<file path="src/design/bmp_pkg.sv">
// Shared types and constants of the binary time message parser.
package bmp_pkg;

  localparam int BYTE_W  = 8;
  localparam int WEEK_W  = 16;
  localparam int TOW_W   = 32;
  localparam int YEAR_W  = 16;
  localparam int SEC_W   = 23;
  localparam int OFS_W   = 4;
  localparam int DT_N    = 5;
  localparam int DT_IDX_W = 3;
  localparam int CFG_IDX_W = 8;
  localparam int CFG_DATA_W = 16;

  localparam logic [BYTE_W-1:0] SYNC_BYTE = 8'h55;
  localparam logic [BYTE_W-1:0] TYPE_GPS  = 8'h02;
  localparam logic [BYTE_W-1:0] TYPE_UTC  = 8'h03;
  localparam logic [BYTE_W-1:0] TYPE_TAIL = 8'h01;

  localparam logic [OFS_W-1:0] GPS_WEEK_OFS = 4'd4;
  localparam logic [OFS_W-1:0] GPS_TOW_OFS  = 4'd6;
  localparam logic [OFS_W-1:0] GPS_LAST_OFS = 4'd9;
  localparam logic [OFS_W-1:0] UTC_TOW_OFS  = 4'd5;
  localparam logic [OFS_W-1:0] UTC_YEAR_OFS = 4'd9;
  localparam logic [OFS_W-1:0] UTC_DATE_OFS = 4'd11;
  localparam logic [OFS_W-1:0] UTC_LAST_OFS = 4'd15;

  localparam logic [CFG_IDX_W-1:0] REG_WEEK_FLOOR   = 8'd0;
  localparam logic [CFG_IDX_W-1:0] REG_WEEK_CEILING = 8'd1;

  localparam logic [WEEK_W-1:0] WEEK_FLOOR_RESET   = 16'd1990;
  localparam logic [WEEK_W-1:0] WEEK_CEILING_RESET = 16'd3000;

  // floor(x / 1000) == (x * DIV_MAGIC) >> DIV_SHIFT for every 32-bit x
  localparam int MAGIC_W   = 29;
  localparam int DIV_SHIFT = 38;
  localparam int PROD_W    = TOW_W + MAGIC_W;
  localparam logic [MAGIC_W-1:0] DIV_MAGIC = 29'd274877907;

  typedef enum logic {
    KIND_GPS = 1'b0,
    KIND_UTC = 1'b1
  } kind_t;

  typedef struct packed {
    kind_t                         kind;
    logic [WEEK_W-1:0]             week;
    logic [TOW_W-1:0]              tow;
    logic [YEAR_W-1:0]             year;
    logic [DT_N-1:0][BYTE_W-1:0]   date_time;
  } record_t;

  typedef struct packed {
    logic [WEEK_W-1:0] floor_week;
    logic [WEEK_W-1:0] ceiling_week;
  } window_t;

endpackage

</file>
<file path="src/design/bmp_parser.sv">
// Header scanner and payload capture, one byte per accepted item.
module bmp_parser (
  input  logic                          clk,
  input  logic                          rst,
  input  logic                          accept,
  input  logic [bmp_pkg::BYTE_W-1:0]    data_byte,
  input  logic                          buffer_start,
  output logic                          emit,
  output bmp_pkg::record_t              rec
);

  logic [bmp_pkg::BYTE_W-1:0] older_byte, newer_byte;
  logic                       capturing, capturing_next;
  logic                       capture_is_utc, capture_is_utc_next;
  logic [bmp_pkg::OFS_W-1:0]  capture_offset, capture_offset_next;
  logic                       scan_stopped, scan_stopped_next;
  logic [bmp_pkg::WEEK_W-1:0] held_week, held_week_next;
  logic [bmp_pkg::TOW_W-1:0]  held_tow, held_tow_next;
  logic [bmp_pkg::YEAR_W-1:0] held_year, held_year_next;
  logic [bmp_pkg::DT_N-1:0][bmp_pkg::BYTE_W-1:0] held_date_time, held_date_time_next;

  logic [bmp_pkg::BYTE_W-1:0] older_eff, newer_eff;
  logic [bmp_pkg::OFS_W-1:0]  lane;
  logic                       emit_utc;

  always_comb begin
    older_eff            = buffer_start ? '0 : older_byte;
    newer_eff            = buffer_start ? '0 : newer_byte;
    scan_stopped_next    = buffer_start ? 1'b0 : scan_stopped;
    capturing_next       = capturing;
    capture_is_utc_next  = capture_is_utc;
    capture_offset_next  = capture_offset;
    held_week_next       = held_week;
    held_tow_next        = held_tow;
    held_year_next       = held_year;
    held_date_time_next  = held_date_time;
    lane                 = '0;
    emit                 = 1'b0;
    emit_utc             = 1'b0;
    if (capturing) begin
      capture_offset_next = capture_offset + bmp_pkg::OFS_W'(1);
      if (!capture_is_utc) begin
        if (capture_offset_next >= bmp_pkg::GPS_WEEK_OFS &&
            capture_offset_next < bmp_pkg::GPS_TOW_OFS) begin
          lane = capture_offset_next - bmp_pkg::GPS_WEEK_OFS;
          held_week_next[{lane[0], 3'b000} +: bmp_pkg::BYTE_W] = data_byte;
        end else if (capture_offset_next >= bmp_pkg::GPS_TOW_OFS &&
                     capture_offset_next <= bmp_pkg::GPS_LAST_OFS) begin
          lane = capture_offset_next - bmp_pkg::GPS_TOW_OFS;
          held_tow_next[{lane[1:0], 3'b000} +: bmp_pkg::BYTE_W] = data_byte;
        end
        if (capture_offset_next == bmp_pkg::GPS_LAST_OFS) begin
          emit           = 1'b1;
          capturing_next = 1'b0;
        end
      end else begin
        if (capture_offset_next >= bmp_pkg::UTC_TOW_OFS &&
            capture_offset_next < bmp_pkg::UTC_YEAR_OFS) begin
          lane = capture_offset_next - bmp_pkg::UTC_TOW_OFS;
          held_tow_next[{lane[1:0], 3'b000} +: bmp_pkg::BYTE_W] = data_byte;
        end else if (capture_offset_next >= bmp_pkg::UTC_YEAR_OFS &&
                     capture_offset_next < bmp_pkg::UTC_DATE_OFS) begin
          lane = capture_offset_next - bmp_pkg::UTC_YEAR_OFS;
          held_year_next[{lane[0], 3'b000} +: bmp_pkg::BYTE_W] = data_byte;
        end else if (capture_offset_next >= bmp_pkg::UTC_DATE_OFS) begin
          lane = capture_offset_next - bmp_pkg::UTC_DATE_OFS;
          held_date_time_next[lane[bmp_pkg::DT_IDX_W-1:0]] = data_byte;
        end
        if (capture_offset_next == bmp_pkg::UTC_LAST_OFS) begin
          emit              = 1'b1;
          emit_utc          = 1'b1;
          capturing_next    = 1'b0;
          scan_stopped_next = 1'b1;
        end
      end
    end else if (!scan_stopped_next && data_byte == bmp_pkg::TYPE_TAIL &&
                 older_eff == bmp_pkg::SYNC_BYTE &&
                 (newer_eff == bmp_pkg::TYPE_GPS || newer_eff == bmp_pkg::TYPE_UTC)) begin
      capturing_next      = 1'b1;
      capture_is_utc_next = (newer_eff == bmp_pkg::TYPE_UTC);
      capture_offset_next = '0;
    end

    rec.kind      = emit_utc ? bmp_pkg::KIND_UTC : bmp_pkg::KIND_GPS;
    rec.week      = emit_utc ? '0 : held_week_next;
    rec.tow       = held_tow_next;
    rec.year      = emit_utc ? held_year_next : '0;
    rec.date_time = emit_utc ? held_date_time_next : '0;
  end

  always_ff @(posedge clk) begin
    if (rst) begin
      older_byte     <= '0;
      newer_byte     <= '0;
      capturing      <= 1'b0;
      capture_is_utc <= 1'b0;
      capture_offset <= '0;
      scan_stopped   <= 1'b0;
    end else if (accept) begin
      older_byte     <= newer_eff;
      newer_byte     <= data_byte;
      capturing      <= capturing_next;
      capture_is_utc <= capture_is_utc_next;
      capture_offset <= capture_offset_next;
      scan_stopped   <= scan_stopped_next;
    end
  end

  always_ff @(posedge clk) begin
    if (accept) begin
      held_week      <= held_week_next;
      held_tow       <= held_tow_next;
      held_year      <= held_year_next;
      held_date_time <= held_date_time_next;
    end
  end

endmodule

</file>
<file path="src/design/bmp_scale.sv">
// Two-stage result pipeline: window compare and time-of-week scaling.
module bmp_scale (
  input  logic                        clk,
  input  logic                        rst,
  input  logic                        emit,
  input  bmp_pkg::record_t            rec,
  input  bmp_pkg::window_t            window,
  output logic                        ready,
  output logic                        out_valid,
  input  logic                        out_stall,
  output bmp_pkg::record_t            out_rec,
  output logic                        out_in_window,
  output logic [bmp_pkg::SEC_W-1:0]   out_seconds
);

  logic                          s1_valid;
  bmp_pkg::record_t              s1_rec;
  logic                          s2_valid;
  logic [bmp_pkg::PROD_W-1:0]    s2_product;
  logic                          s2_adv, s1_adv;

  assign s2_adv = !s2_valid || !out_stall;
  assign s1_adv = !s1_valid || s2_adv;
  assign ready  = s1_adv;

  always_ff @(posedge clk) begin
    if (rst) begin
      s1_valid <= 1'b0;
      s2_valid <= 1'b0;
    end else begin
      if (s1_adv) s1_valid <= emit;
      if (s2_adv) s2_valid <= s1_valid;
    end
  end

  always_ff @(posedge clk) begin
    if (s1_adv) s1_rec <= rec;
    if (s2_adv) begin
      out_rec       <= s1_rec;
      out_in_window <= (s1_rec.kind == bmp_pkg::KIND_GPS) &&
                       (s1_rec.week > window.floor_week) &&
                       (s1_rec.week < window.ceiling_week);
      s2_product    <= bmp_pkg::PROD_W'(s1_rec.tow) * bmp_pkg::PROD_W'(bmp_pkg::DIV_MAGIC);
    end
  end

  assign out_valid   = s2_valid;
  assign out_seconds = s2_product[bmp_pkg::DIV_SHIFT +: bmp_pkg::SEC_W];

endmodule

</file>
<file path="src/design/binary_time_message_parser.sv">
// Top level of the binary time message parser.
// Result path: a result is registered in stage s1, then in stage s2, which drives out_valid.
// Throughput: one byte per cycle; in_stall rises only when both result stages are
// full and the output is stalled.
// Reset: synchronous; clears history, capture and scan state, empties the pipeline,
// and sets the week window to 1990..3000.
module binary_time_message_parser (
  input  logic                            clk,
  input  logic                            rst,
  input  logic                            in_valid,
  output logic                            in_stall,
  input  logic [bmp_pkg::BYTE_W-1:0]      data_byte,
  input  logic                            buffer_start,
  output logic                            out_valid,
  input  logic                            out_stall,
  output logic                            message_kind,
  output logic [bmp_pkg::WEEK_W-1:0]      week_number,
  output logic                            week_in_window,
  output logic [bmp_pkg::SEC_W-1:0]       tow_seconds,
  output logic [bmp_pkg::YEAR_W-1:0]      utc_year,
  output logic [bmp_pkg::BYTE_W-1:0]      utc_month,
  output logic [bmp_pkg::BYTE_W-1:0]      utc_day,
  output logic [bmp_pkg::BYTE_W-1:0]      utc_hour,
  output logic [bmp_pkg::BYTE_W-1:0]      utc_minute,
  output logic [bmp_pkg::BYTE_W-1:0]      utc_second,
  input  logic                            cfg_valid,
  output logic                            cfg_ready,
  input  logic [bmp_pkg::CFG_IDX_W-1:0]   cfg_index,
  input  logic [bmp_pkg::CFG_DATA_W-1:0]  cfg_data
);

  bmp_pkg::window_t window;
  bmp_pkg::record_t rec, out_rec;
  logic             emit, ready, in_accept;

  assign cfg_ready = 1'b1;
  assign in_stall  = !ready;
  assign in_accept = in_valid && ready;

  always_ff @(posedge clk) begin
    if (rst) begin
      window.floor_week   <= bmp_pkg::WEEK_FLOOR_RESET;
      window.ceiling_week <= bmp_pkg::WEEK_CEILING_RESET;
    end else if (cfg_valid && cfg_ready) begin
      unique case (cfg_index)
        bmp_pkg::REG_WEEK_FLOOR:   window.floor_week   <= cfg_data;
        bmp_pkg::REG_WEEK_CEILING: window.ceiling_week <= cfg_data;
        default: ;
      endcase
    end
  end

  bmp_parser u_parser (
    .clk          (clk),
    .rst          (rst),
    .accept       (in_accept),
    .data_byte    (data_byte),
    .buffer_start (buffer_start),
    .emit         (emit),
    .rec          (rec)
  );

  bmp_scale u_scale (
    .clk           (clk),
    .rst           (rst),
    .emit          (emit && in_accept),
    .rec           (rec),
    .window        (window),
    .ready         (ready),
    .out_valid     (out_valid),
    .out_stall     (out_stall),
    .out_rec       (out_rec),
    .out_in_window (week_in_window),
    .out_seconds   (tow_seconds)
  );

  assign message_kind = out_rec.kind;
  assign week_number  = out_rec.week;
  assign utc_year     = out_rec.year;
  assign utc_month    = out_rec.date_time[0];
  assign utc_day      = out_rec.date_time[1];
  assign utc_hour     = out_rec.date_time[2];
  assign utc_minute   = out_rec.date_time[3];
  assign utc_second   = out_rec.date_time[4];

endmodule

</file>
<file path="config.mk">
export PLATFORM = sky130hd
export DESIGN_NAME = binary_time_message_parser
export DESIGN_NICKNAME = d
export VERILOG_FILES = /design/src/design/bmp_pkg.sv /design/src/design/bmp_parser.sv /design/src/design/bmp_scale.sv /design/src/design/binary_time_message_parser.sv
export SDC_FILE = /design/constraint.sdc
export NUM_CORES = 1
export LEC_CHECK = 0
export ABC_CLOCK_PERIOD_IN_PS = 23200
export BUFFER_PORTS_ARGS = -buffer_cell sky130_fd_sc_hd__clkbuf_2
export CAP_MARGIN = 30
export CELL_PAD_IN_SITES_DETAIL_PLACEMENT = 0
export CELL_PAD_IN_SITES_GLOBAL_PLACEMENT = 1
export CORE_ASPECT_RATIO = 1.1
export CORE_UTILIZATION = 45
export CTS_BUF_LIST = sky130_fd_sc_hd__clkbuf_8 sky130_fd_sc_hd__clkbuf_16
export CTS_CLUSTER_DIAMETER = 80
export DETAILED_ROUTE_END_ITERATION = 6
export PLACE_DENSITY_LB_ADDON = 0.05
export REMOVE_ABC_BUFFERS = 1
export SLEW_MARGIN = 40
export SYNTH_ARGS = -nofsm -noshare
export SYNTH_HDL_FRONTEND = slang
export SYNTH_SLANG_ARGS = --single-unit
</file>
<file path="constraint.sdc">
create_clock -name clk -period 23.2 [get_ports clk]
set_input_delay 2.32 -clock clk [delete_from_list [all_inputs] [get_ports clk]]
set_output_delay 2.32 -clock clk [all_outputs]
set_load 0.01 [all_outputs]
</file>
Yosys cells after proc, flatten, opt, wreduce, memory -nomap -nowiden
Cells that the tools add are included.
{ "word_totals": {"latch_bits": 0, "n_memories": 0, "ff_bits": 401, "romBits": 0, "input_bits": 38, "output_inout_bits": 100, "ramBits": 0, "word_cells": 148} }
{ "op_classes": {"n_lt_le_gt_ge": 13, "reduce_logical": 26, "n_mul": 1, "shifts": 8, "n_bitwise": 2, "addsub": 10, "n_eq_ne": 7, "mux": 44, "n_div": 0} }
{ "op_table": {"columns": ["cell", "n"], "rows": [
  ["two-way mux 40 bit", 5],
  ["two-way mux 32 bit", 5],
  ["two-way mux 16 bit", 7],
  ["bitwise mux 32 bit", 2],
  ["variable shift 8 x 7 -> 32 bit, first input constant", 2],
  ["variable part select 8 x 7 -> 32 bit", 2],
  ["multiplier 32 x 29 -> 61 bit, second input constant", 1],
  ["bitwise mux 40 bit", 1],
  ["bitwise mux 16 bit", 2],
  ["variable shift 8 x 6 -> 16 bit, first input constant", 2],
  ["variable part select 8 x 6 -> 16 bit", 2],
  ["demux 8 bit (select 3 bit)", 1],
  ["two-way mux 8 bit", 3],
  ["== test 8 x 1 -> 1 bit, second input constant", 2],
  ["== test 8 x 2 -> 1 bit, second input constant", 2],
  ["> comparator 16 bit", 1],
  ["< comparator 16 bit", 1],
  ["two-way mux 1 bit", 16],
  ["negation 5 -> 7 bit", 2],
  [">= comparator 4 x 3 -> 1 bit, second input constant", 3],
  ["logical AND 1 bit", 12],
  ["negation 4 -> 6 bit", 2],
  ["== test 4 bit, second input constant", 2],
  ["== test 8 x 7 -> 1 bit, second input constant", 1],
  ["19 further kinds", 32]
]} }

Logic depth before layout (Yosys ltp)
{ "depth": {"depth_word": 12, "ltp_mapped": 24, "ltp_nobuf": 24} }

Cells and area by module
A second synthesis with hierarchy kept.
{ "unflattened": {"hier_cells": 2738, "hier_area_um2": 31651.6} }
{ "by_module_without_submodules": {"columns": ["mod", "cells_each", "area_each_um2", "n_inst", "seq_area_each_um2"], "rows": [
  ["bmp_scale", 1886, 22715.5, 1, 7066.8],
  ["bmp_parser", 709, 7558.5, 1, 3583.4],
  ["binary_time_message_parser", 143, 1377.6, 1, 640.6]
]} }

Worst setup path after synthesis
No wires, ideal clock.
{ "synth_path": {"path_type": "input to register", "start": "in out_stall", "end": "reg u_parser.held_date_time[0] (netlist name), enable pin", "path_stages": 4, "required_time_ps": 22691, "setup_time_ps": 509, "t_arrival_ps": 8700, "slack_ps": 13991, "cell_sequence": "nand3_1 nand2_1 inv_1 clkbuf_1"} }
{ "synth_between": {"elab_chain_cells": 4} }
{ "synth_lines": {"columns": ["element", "line", "source"], "rows": [
  ["start, declared", "binary_time_message_parser.sv:15", "input logic out_stall,"],
  ["zero test 1 bit", "bmp_scale.sv:22", "assign s2_adv = !s2_valid || !out_stall;"],
  ["logical OR 1 bit", "bmp_scale.sv:22", null],
  ["logical OR 1 bit", "bmp_scale.sv:23", "assign s1_adv = !s1_valid || s2_adv;"],
  ["logical AND 1 bit", "binary_time_message_parser.sv:38", "assign in_accept = in_valid && ready;"],
  ["named net in_accept", "binary_time_message_parser.sv:34", "logic emit, ready, in_accept;"],
  ["end signal, assigned", "bmp_parser.sv:114", "held_date_time <= held_date_time_next;"],
  ["end, declared", "bmp_parser.sv:20", "logic [bmp_pkg::DT_N-1:0][bmp_pkg::BYTE_W-1:0] held_date_time, held_date_time_next;"]
]} }
The timed path passes the listed nets, and every way through them passes these cells.
A chain may end at the register's enable or synchronous reset.

Worst setup path in the final report
{ "layout_path": {"start": "reg u_scale.s1_rec[66] (netlist name)", "end": "reg u_scale.s2_product[60] (netlist name), data pin"} }
{ "layout_between": {"elab_chain_cells": 1} }
{ "layout_lines": {"columns": ["element", "line", "source"], "rows": [
  ["start, declared", "bmp_scale.sv:17", "bmp_pkg::record_t s1_rec;"],
  ["start signal, assigned", "bmp_scale.sv:37", "if (s1_adv) s1_rec <= rec;"],
  ["multiplier 32 x 29 -> 61 bit", "bmp_scale.sv:43", "s2_product <= bmp_pkg::PROD_W'(s1_rec.tow) * bmp_pkg::PROD_W'(bmp_pkg::DIV_MAGIC);"],
  ["end signal, assigned", "bmp_scale.sv:43", null],
  ["end, declared", "bmp_scale.sv:19", "logic [bmp_pkg::PROD_W-1:0] s2_product;"]
]} }
No other way between the ends.

==> results by group <==
Drt
  – Via/cell ratio: 5.15
  – DR vias: between 15000 and 20000
  – Top routing layer used: met4
  – Pre-Repair DR Iteration Count: 5
  – Antenna Nets Post-Route: 0
  – Met3 wire len: 2.14 mm
  – DRC Markers: 0
  – Routed WL: 70.8 mm
  – Met1 wire length: 31.5 mm
  – Iter 0 DRT Violations: between 1000 and 1500
  – Drt wl/cell: just under 20 um
  – Metal2 WL: 35.4 mm

Timing
  – Highest Clock Rate: around 0.12 GHz
  – Final setup TNS: 0 ns
  – Final setup violation count: 0
  – RSZ-0062 raised after global routing: no
  – Hold violation count in the final report: 0
  – Setup Skew: 0.0546 ns
  – Final worst-path cycle share: 34.9%
  – Slew Limit Fails: 0
  – Crit path time final: 8.09 ns
  – Worst slew pin tran: approximately 0.85 ns
  – Max_slew headroom: about 43%

Setup path
  – Crit path max-delay family: adder cells
  – CP peak stage delay: about 0.90 ns
  – Critical path arrival: 8.40 ns
  – Reg2reg start: u_scale.s1_rec[66]
  – Most common cell on crit path: fa_1
  – Reg-to-reg slack, setup: approximately 15 ns
  – Crit end category: flop
  – Crit path max fanout: 11
  – CP Class: flop to flop
  – Critical-path cell list: ha_1, fa_1, fa_1, inv_1, fa_1, inv_1, fa_1, fa_1, fa_1, inv_1, fa_1, inv_1, ha_1, a21oi_1, o21ai_0, nor3_1, a31oi_1, o311ai_2, o21bai_1, and2_1, a211oi_1, o21bai_1
  – Critical path's slowest cell: edfxtp_1
  – Reg-to-reg endpoint: u_scale.s2_product[60]
  – CP Launch Type: flop
  – CP Buf/Inv Count: 4
  – Worst R2R Path Depth: 22
  – Worst EP required: approximately 24 ns

Logic synthesis
  – Seq cells post-synth: approximately 360
  – Yosys top cell area share: 31.4%
  – Warnings from Yosys: 0
  – Asr flop ratio synth: 0%
  – Top_reg_cell synth: edfxtp_1
  – Register area share after synthesis: around a third
  – Post-synth EDFFs: about 300
  – Cells after Synth: roughly 2600
  – Mapped Area: a little under 30000 sq um
  – Top-count cell post-synth: inv_1
  – Synth area leader: edfxtp_1
  – Synth cell types: 61
  – Top post-synthesis cells by area: edfxtp_1 (31%), fa_1 (20%), ha_1 (18%), inv_1 (7.4%), dfxtp_1 (3.9%)
  – Avg Synthesized Cell Area: ~11 sq um
  – Commonest cells in the netlist: inv_1 (573), ha_1 (427), edfxtp_1 (306)

Layout
  – Filler cells: 5760
  – Register area: between 10000 and 15000 sq um
  – Multi-input gate area: between 15000 and 20000 sq um
  – Post-route insts no fill: 3557
  – Fraction of layout cells with a size suffix above 1: 10.9%
  – Diodes inserted: 0
  – Growth of design area from synthesis to finish: 10.1%
  – Layout net count: ~3400

Clock network
  – CTS tree: built
  – Worst-path clk slew: 0.06 ns
  – CTS H-tree depth: 2
  – Hold_buf cts: 0
  – Clock root cell: clkbuf_16
  – Setup bufs post-CTS: 0
  – Clock tree buffer depth: 3
  – Resize count post-CTS: 0
  – CTS sink cnt: ~360
  – Clk_lat worst skew: 0.58 ns
  – CTS buffer count: ~40

Placement
  – GPL Wtd Cong: 0.871
  – Hpwl dp: 54.2 mm
  – # port buffers: ~140
  – Placed Cells: around 3500

Die
  – Die extent in y: about 270 um
  – Die ar.: 66000 sq um
  – I/O pins: around 140
  – Initial core utilization: 45.7%
  – Placeable Area: about 64000 sq um
  – Num rows: 97
  – Die W: between 200 and 250 um

Min path
  – HP Class: flop to flop
  – Hold Path Sink: u_scale.out_rec[48]
  – Hold path depth: 0
  – Hold Crit Start: u_scale.s1_rec[48]

Global route
  – Initial antenna violation count: 0
  – GRT overflow: 0
  – Number of global-route vias before repair: 19900
  – First-pass GRT wire length: between 100 and 150 mm
  – Largest net degree at the start of global routing: 74
  – GR Util All Layers: ~22%

Status
  – Outcome: finished, final reports clean

Job
  – Max-Cap Viols: 0
==> routing by layer <==
metal  track usage [%]  up-vias
met5                 0        -
met4              6.07        0
met3              2.49       84
met2              37.7      323
met1              29.5     9185
li1                  -     8739
==> flip-flops by register name, summed over array words and instances (netlist names), 4 cells and up <==
signal                   flops
u_parser.older_byte          8
u_scale.s2_product          23
u_scale.s1_rec             105
u_scale.out_rec             73
u_parser.held_year          16
u_parser.newer_byte          8
u_parser.held_tow           32
window                      32
u_parser.capture_offset      4
u_parser.held_date_time     40
u_parser.held_week          16
==> cells in the final DEF (no fill, tap or decap), types with 13 or more instances in the layout <==
cell	n
a21o_1	30
fa_1	298
nand3_1	24
nand2_1	116
clkbuf_16	41
dfxtp_1	56
a21oi_1	103
clkbuf_2	136
nor2_1	104
edfxtp_1	306
a211o_1	16
mux2i_1	19
ha_1	427
inv_1	583
xnor2_1	13
o21ai_0	90
o311ai_0	32
mux2_2	64
and2_1	80
==> metrics by stage <==
stage	cell area [sq um]	setup slack, ns	utilization (%)	hold slack [ns]
floorplan	29000	13.82	-	0.400
global placement	30800	15.06	48.2	0.403
detailed placement	30800	15.13	48.2	0.407
CTS	32200	15.16	50.3	0.407
global route	32200	14.98	50.4	0.424
finish	32200	15.11	50.4	0.408
==> worst max-delay path by stage <==
stage	slack, ns	from	cells after the start	to
final	15.11	u_scale.s1_rec[66]	22	u_scale.s2_product[60]
after CTS	15.16	u_scale.s1_rec[65]	22	u_scale.s2_product[60]
after floorplan	13.82	out_stall	7	u_parser.capture_offset[2]
after global placement	15.06	u_scale.s1_rec[71]	22	u_scale.s2_product[54]
after detailed placement	15.13	u_scale.s1_rec[65]	22	u_scale.s2_product[60]
after global routing	14.98	u_scale.s1_rec[66]	22	u_scale.s2_product[60]
==> final cells by class <==
cell class              instances  area share [%]
well taps                     841            3.27
multi-input cells            1559            51.4
inverters                     573            6.69
flip-flops and latches        363            32.1
repair buffers                145            2.37
clock buffers                  44            3.31
clock inverters                32           0.936
==> cells by family after synthesis <==
kind of cell / Yosys count / share of synthesized area [%]
AOI/OAI and AO/OA: 324 / 6.93
xor gates and xnor gates: 25 / 0.774
adders and majority gates: 725 / 38.7
buffers and inverters: 639 / 8.25
DFF: 363 / 35.3
muxes: 91 / 3.52
other: 1 / 0.0128
and+or+nand+nor: 393 / 6.56
Power is not shown: default switching activity piles up to over one toggle a cycle in this logic, so the estimate is an artifact.
